**config.mk**
```make
export PLATFORM = sky130hd
export DESIGN_NAME = ngv_isqrt
export DESIGN_NICKNAME = d
export VERILOG_FILES = /design/src/ngv_pkg.sv /design/src/ngv_isqrt.sv
export SDC_FILE = /design/constraint.sdc
export NUM_CORES = 1
export LEC_CHECK = 0
export ABC_AREA = 1
export BUFFER_PORTS_ARGS = -buffer_cell sky130_fd_sc_hd__buf_2
export CORE_ASPECT_RATIO = 0.9
export CORE_MARGIN = 1.5
export CORE_UTILIZATION = 59
export DETAILED_ROUTE_END_ITERATION = 7
export GPL_TIMING_DRIVEN = 0
export HOLD_SLACK_MARGIN = 0.05
export PLACE_DENSITY = 0.85
export SETUP_SLACK_MARGIN = 0.05
export SLEW_MARGIN = 25
export SYNTH_ARGS = -nofsm -noshare
export SYNTH_HDL_FRONTEND = slang
export SYNTH_SLANG_ARGS = --single-unit
```
**constraint.sdc**
```tcl
create_clock -name clk -period 3.6 [get_ports clk]
set_input_delay 0.18 -clock clk [delete_from_list [all_inputs] [get_ports clk]]
set_output_delay 0.18 -clock clk [all_outputs]
set_load 0.1 [all_outputs]
```
**src/ngv_pkg.sv**
```systemverilog
// Package for the NGARCH variance recursion block.
// Holds register indexes, the sequencer state type and shared widths; no dependencies.
`default_nettype none
package ngv_pkg;
  localparam int unsigned DataW = 32;
  localparam int unsigned CoefW = 16;
  localparam int unsigned NumCoefs = 4;

  localparam logic [2:0] REG_VAR_CONST   = 3'd0;
  localparam logic [2:0] REG_THETA       = 3'd1;
  localparam logic [2:0] REG_ARCH_ORDER  = 3'd2;
  localparam logic [2:0] REG_GARCH_ORDER = 3'd3;
  localparam logic [2:0] REG_ARCH_COEFS  = 3'd4;
  localparam logic [2:0] REG_GARCH_COEFS = 3'd5;

  typedef enum logic [6:0] {
    ST_IDLE  = 7'b0000001,
    ST_SQRT  = 7'b0000010,
    ST_THETA = 7'b0000100,
    ST_RESID = 7'b0001000,
    ST_ARCH  = 7'b0010000,
    ST_GARCH = 7'b0100000,
    ST_DONE  = 7'b1000000
  } state_t;

  // square-root unit control/status
  typedef struct packed {
    logic start;
  } sqrt_ctl_t;

  typedef struct packed {
    logic busy;
    logic done;
  } sqrt_sts_t;
endpackage
`default_nettype wire

```
**src/ngv_isqrt.sv**
```systemverilog
// Bit-serial integer square root of a 48-bit radicand, one result bit per cycle.
// Uses ngv_pkg for its control and status structs.
`default_nettype none
module ngv_isqrt (
  input  wire logic              clk,
  input  wire logic              rst_n,
  input  ngv_pkg::sqrt_ctl_t     ctl,
  input  wire logic [47:0]       radicand,
  output ngv_pkg::sqrt_sts_t     sts,
  output logic      [23:0]       root
);
  logic [47:0] rem_r, rem_nxt;
  logic [23:0] res_r, res_nxt;
  logic [4:0]  cnt_r, cnt_nxt;
  logic        busy_r, busy_nxt;
  logic        done_r, done_nxt;
  logic [25:0] part_r, part_nxt;
  logic [27:0] sub;

  // restoring method: bring down two radicand bits per step
  always_comb begin
    rem_nxt  = rem_r;
    res_nxt  = res_r;
    part_nxt = part_r;
    cnt_nxt  = cnt_r;
    busy_nxt = busy_r;
    done_nxt = 1'b0;
    sub      = {1'b0, part_r[24:0], rem_r[47:46]} - {2'b00, res_r, 2'b01};
    if (ctl.start) begin
      rem_nxt  = radicand;
      res_nxt  = '0;
      part_nxt = '0;
      cnt_nxt  = 5'd0;
      busy_nxt = 1'b1;
    end else if (busy_r) begin
      rem_nxt  = {rem_r[45:0], 2'b00};
      cnt_nxt  = cnt_r + 5'd1;
      if (!sub[27]) begin
        part_nxt = sub[25:0];
        res_nxt  = {res_r[22:0], 1'b1};
      end else begin
        part_nxt = {part_r[23:0], rem_r[47:46]};
        res_nxt  = {res_r[22:0], 1'b0};
      end
      if (cnt_r == 5'd23) begin
        busy_nxt = 1'b0;
        done_nxt = 1'b1;
      end
    end
  end

  always_ff @(posedge clk) begin
    if (!rst_n) begin
      busy_r <= 1'b0;
      done_r <= 1'b0;
      cnt_r  <= '0;
    end else begin
      busy_r <= busy_nxt;
      done_r <= done_nxt;
      cnt_r  <= cnt_nxt;
    end
    rem_r  <= rem_nxt;
    res_r  <= res_nxt;
    part_r <= part_nxt;
  end

  assign sts.busy = busy_r;
  assign sts.done = done_r;
  assign root     = res_r;

`ifndef ASSERT_OFF
  a_done_after_busy: assert property (@(posedge clk) disable iff (!rst_n)
    sts.done |-> $past(busy_r)) else $error("sqrt done without busy");
  a_no_overlap: assert property (@(posedge clk) disable iff (!rst_n)
    done_r |-> !busy_r) else $error("sqrt done while busy");
  a_start_busy: assert property (@(posedge clk) disable iff (!rst_n)
    ctl.start |=> busy_r) else $error("sqrt start not taken");
`endif
endmodule
`default_nettype wire

```
# After elaboration in Yosys (flattened, before gate mapping)
# Cells that the tools add are included.
[op_classes]
add_sub_neg = 2
mul = 0
div = 0
order_cmp = 0
n_eq_ne = 1
shift = 0
mux = 8
bitwise = 2
n_reduce_logical = 3
[op_table]
columns = ["cell", "count"]
rows = [
  ["$mux W48", 2],
  ["$sub A27 B26 Y28", 1],
  ["$mux W25", 1],
  ["$add A5 B1 Y5 const B", 1],
  ["$eq A5 B5 Y1 const B", 1],
  ["$mux W1", 5],
  ["$reduce_or A3 Y1", 1],
  ["$not A1 Y1", 2],
  ["$reduce_bool A2 Y1", 1],
  ["$reduce_or A2 Y1", 1],
]
[totals]
regBits = 104
latch_bits = 0
mem_bits_rw = 0
mem_bits_ro = 0
inputBits = 51
out_inout_bits = 26
memories = 0

# Longest topological paths before layout
[depth]
depth_word = 4
depth_mapped = 15
ltp_nobuf = 15

# Worst setup path before layout
# No wires, ideal clock.
[synth_path]
path_kind = "register to register"
start = "register busy_r"
end = "register rem_r[0], enable pin"
t_arrival_ns = 2.345
required_ns = 3.169
setup_slack_ns = 0.824
stages_incl_launch_ff = 5
path_cell_list = "dfxtp_1 clkbuf_1 nor2_1 inv_1 clkbuf_1"
[synth_via]
elab_chain_cells = 1
[synth_rtl]
columns = ["item", "line_no", "rtl"]
rows = [
  ["start: declaration", "ngv_isqrt.sv:15", "logic busy_r, busy_nxt;"],
  ["start signal: assignment", "ngv_isqrt.sv:58", "busy_r <= busy_nxt;"],
  ["$reduce_bool A2 Y1 (no source line)", "-", ""],
  ["end signal: assignment", "ngv_isqrt.sv:62", "rem_r <= rem_nxt;"],
  ["end: declaration", "ngv_isqrt.sv:12", "logic [47:0] rem_r, rem_nxt;"],
]
# Every way passes these cells.
# A chain may end at the register's enable or synchronous reset.

==> run metrics <==
Synth async-reset ratio=0%; layout cells sized above 1=12.9%; core area=10200 µm²; Synthesis Warnings=0; Routed WL per cell=13.3 µm; # clock sinks=104; CP Data Required Time=3870 ps; Site Rows=35; clock buffer depth=2; Die Span X=111 µm; initial antenna violation count=0; cts-stage hold buffer count=0; maximum vdd drop=~0.00057 V; vias per cell=5.07; drt pass-1 iters=4; Antenna Violating Nets Remaining=0; ys flop type=dfxtp_1; PwrDens=752 nW/µm²; Peak Freq=406 MHz; die area=11100 µm²; TNS Setup=0 ps; CP endpoint kind=flip-flop; largest net degree at the start of global routing=48; Worst Path Arrival=2730 ps; Seq/Total Area, Yosys=41.4%; DP Area=6750 µm²; Critical Path Start Type=flip-flop; Netlist cell types=36; top cell type's share of synthesized area=between 20% and 30%; Detailed Route Iter0 Violations=363; Die Height=100 µm; worst-skew pair later-pin latency=350 ps; vias in the first global route=5189; cell taking the most area after synthesis=nand2_1; number of synthesized register bits=104; Synth top cells by count=425 x nand2_1, 128 x inv_1, 56 x dfxtp_1; Nets=1060; TritonCTS buffer count=9; max_cap viols=0; WL final=14900 µm; measured slew at the worst slew-check pin=1020 ps; Worst Path Max Fanout=47; IO Count=77; most frequent cell after synthesis=nand2_1; design area=7030 µm²; RSZ-0062 raised after global routing=no; area delta synth->final=13.6%; DR DRC count=0; first-pass GRT wire length=approximately 25000 µm; H-tree depth=3; Worst Skew=8.40 ps; GPL Wtd Cong=0.952; Root Driver=clkbuf_16; GRT Util Overall=about 28%; input/output buffers=75; dpl hpwl=approximately 11000 µm; Post-Syn Area=6190 µm²; synthesized area per cell=6.91 µm²; grt total ovfl=0; kind of critical path=flip-flop to flip-flop; Final period util=68.4%; routed vias=5658; Post-CTS Repair Setup Buffers=0; post-cts resize count=0; Layout Utilization=68.6%; Synth Net Count=973; Final Hold Viols=0; Initial Util=60.4%; synthesized instance count=896; Synth area leaders=nand2_1 26%, edfxtp_1 23%, dfxtp_1 18%; outcome=complete, no violations; Antenna diodes=0; CTS tree=yes; CTS clk-pin slew, worst paths=80 ps; max_slew headroom=31.7%; Pins Over Slew Limit=0; final count of negative-setup-slack endpoints=0; min cycle time layout=2460 ps; leakage=~3.8 nW; Hold WC Path Type=input port to flip-flop; EDFF count, synth=48
registers in the layout (all words and copies together) (netlist names):
signal / cells
rem_r: 48
cnt_r: 5
busy_r: 1
part_r: 25
root: 24
done_r: 1
path summary, 6_finish.rpt:
path / start / end / slack [ps] / cells after the start
min reg2reg: part_r[23]$_SDFFE_PP0P_ / part_r[23]$_SDFFE_PP0P_ / 470 / 2
max: busy_r$_SDFF_PN0_ / root[14]$_SDFFE_PP0P_ / 1140 / 6
min: rst_n / busy_r$_SDFF_PN0_ / 80 / 3
max reg2reg: busy_r$_SDFF_PN0_ / root[14]$_SDFFE_PP0P_ / 1140 / 6
stage by stage:
stage / cells / hold slack (ps) / power, mW / setup WS, ps
floorplan: 896 / 322 / 3.67 / 824
global placement: 1100 / 437 / 4.27 / -118
detailed placement: 1101 / 445 / 4.31 / 1200
CTS: 1117 / 83.1 / 5.26 / 1160
global route: 1117 / 93.3 / 5.72 / 924
finish: 1117 / 83.2 / 5.29 / 1140
worst max-delay path: stages (launching register included):
cell	delay (ps)
dfxtp_1	310
clkbuf_1	160
nor2_1	810
inv_1	320
clkbuf_4	320
buf_12	220
o22ai_1	200
logic make-up after synthesis:
logic type / count (synthesis) / share of synthesized area (%)
adders and majority gates: 26 / 5.25
buffers and inverters: 157 / 10.1
AOI/OAI and AO/OA: 47 / 4.51
xor gates and xnor gates: 8 / 1.13
DFF: 104 / 41.4
and+or+nand+nor: 554 / 37.7
per-layer routing:
layer / track usage [%] / part of all wire, % / wire length (µm)
met5: 0 / 0 / 0
met3: 5.92 / 7.7 / 1160
met4: 7.69 / 1.9 / 288
met2: 45.1 / 44 / 6610
met1: 39.0 / 46 / 6860
power breakdown:
part,internal (mW),switching [mW]
sequential,1.38,0.0742
combinational,1.00,1.89
clock,0.483,0.467
cell type report:
class                   instances  area, µm²
fillers                       912       3210
multi-input cells             635       3010
well taps                     129        161
clock buffers                  10        229
repair buffers                 76        395
clock inverters                 6       51.3
inverters                     131        492
plain buffers                  26        135
flip-flops and latches        104       2560
layout by cell type (no fill, tap or decap), types with 2 or more instances in the layout:
cell type / count
nor2_1: 32
and2_2: 2
and2_1: 2
nor2_2: 5
nand2_1: 425
nand3b_1: 15
buf_1: 3
clkbuf_1: 15
edfxtp_1: 48
nand3_2: 6
a21oi_1: 18
inv_2: 3
nand2_2: 6
inv_1: 128
nor3_1: 6
buf_2: 78
o22ai_1: 23
clkbuf_16: 9
inv_6: 3
nand3_1: 42
buf_4: 3
o21ai_0: 3
dfxtp_1: 56
xor2_1: 3
ha_1: 26
xnor2_1: 5
nand4_1: 7
Note: power is estimated with default switching activity, not from simulation.
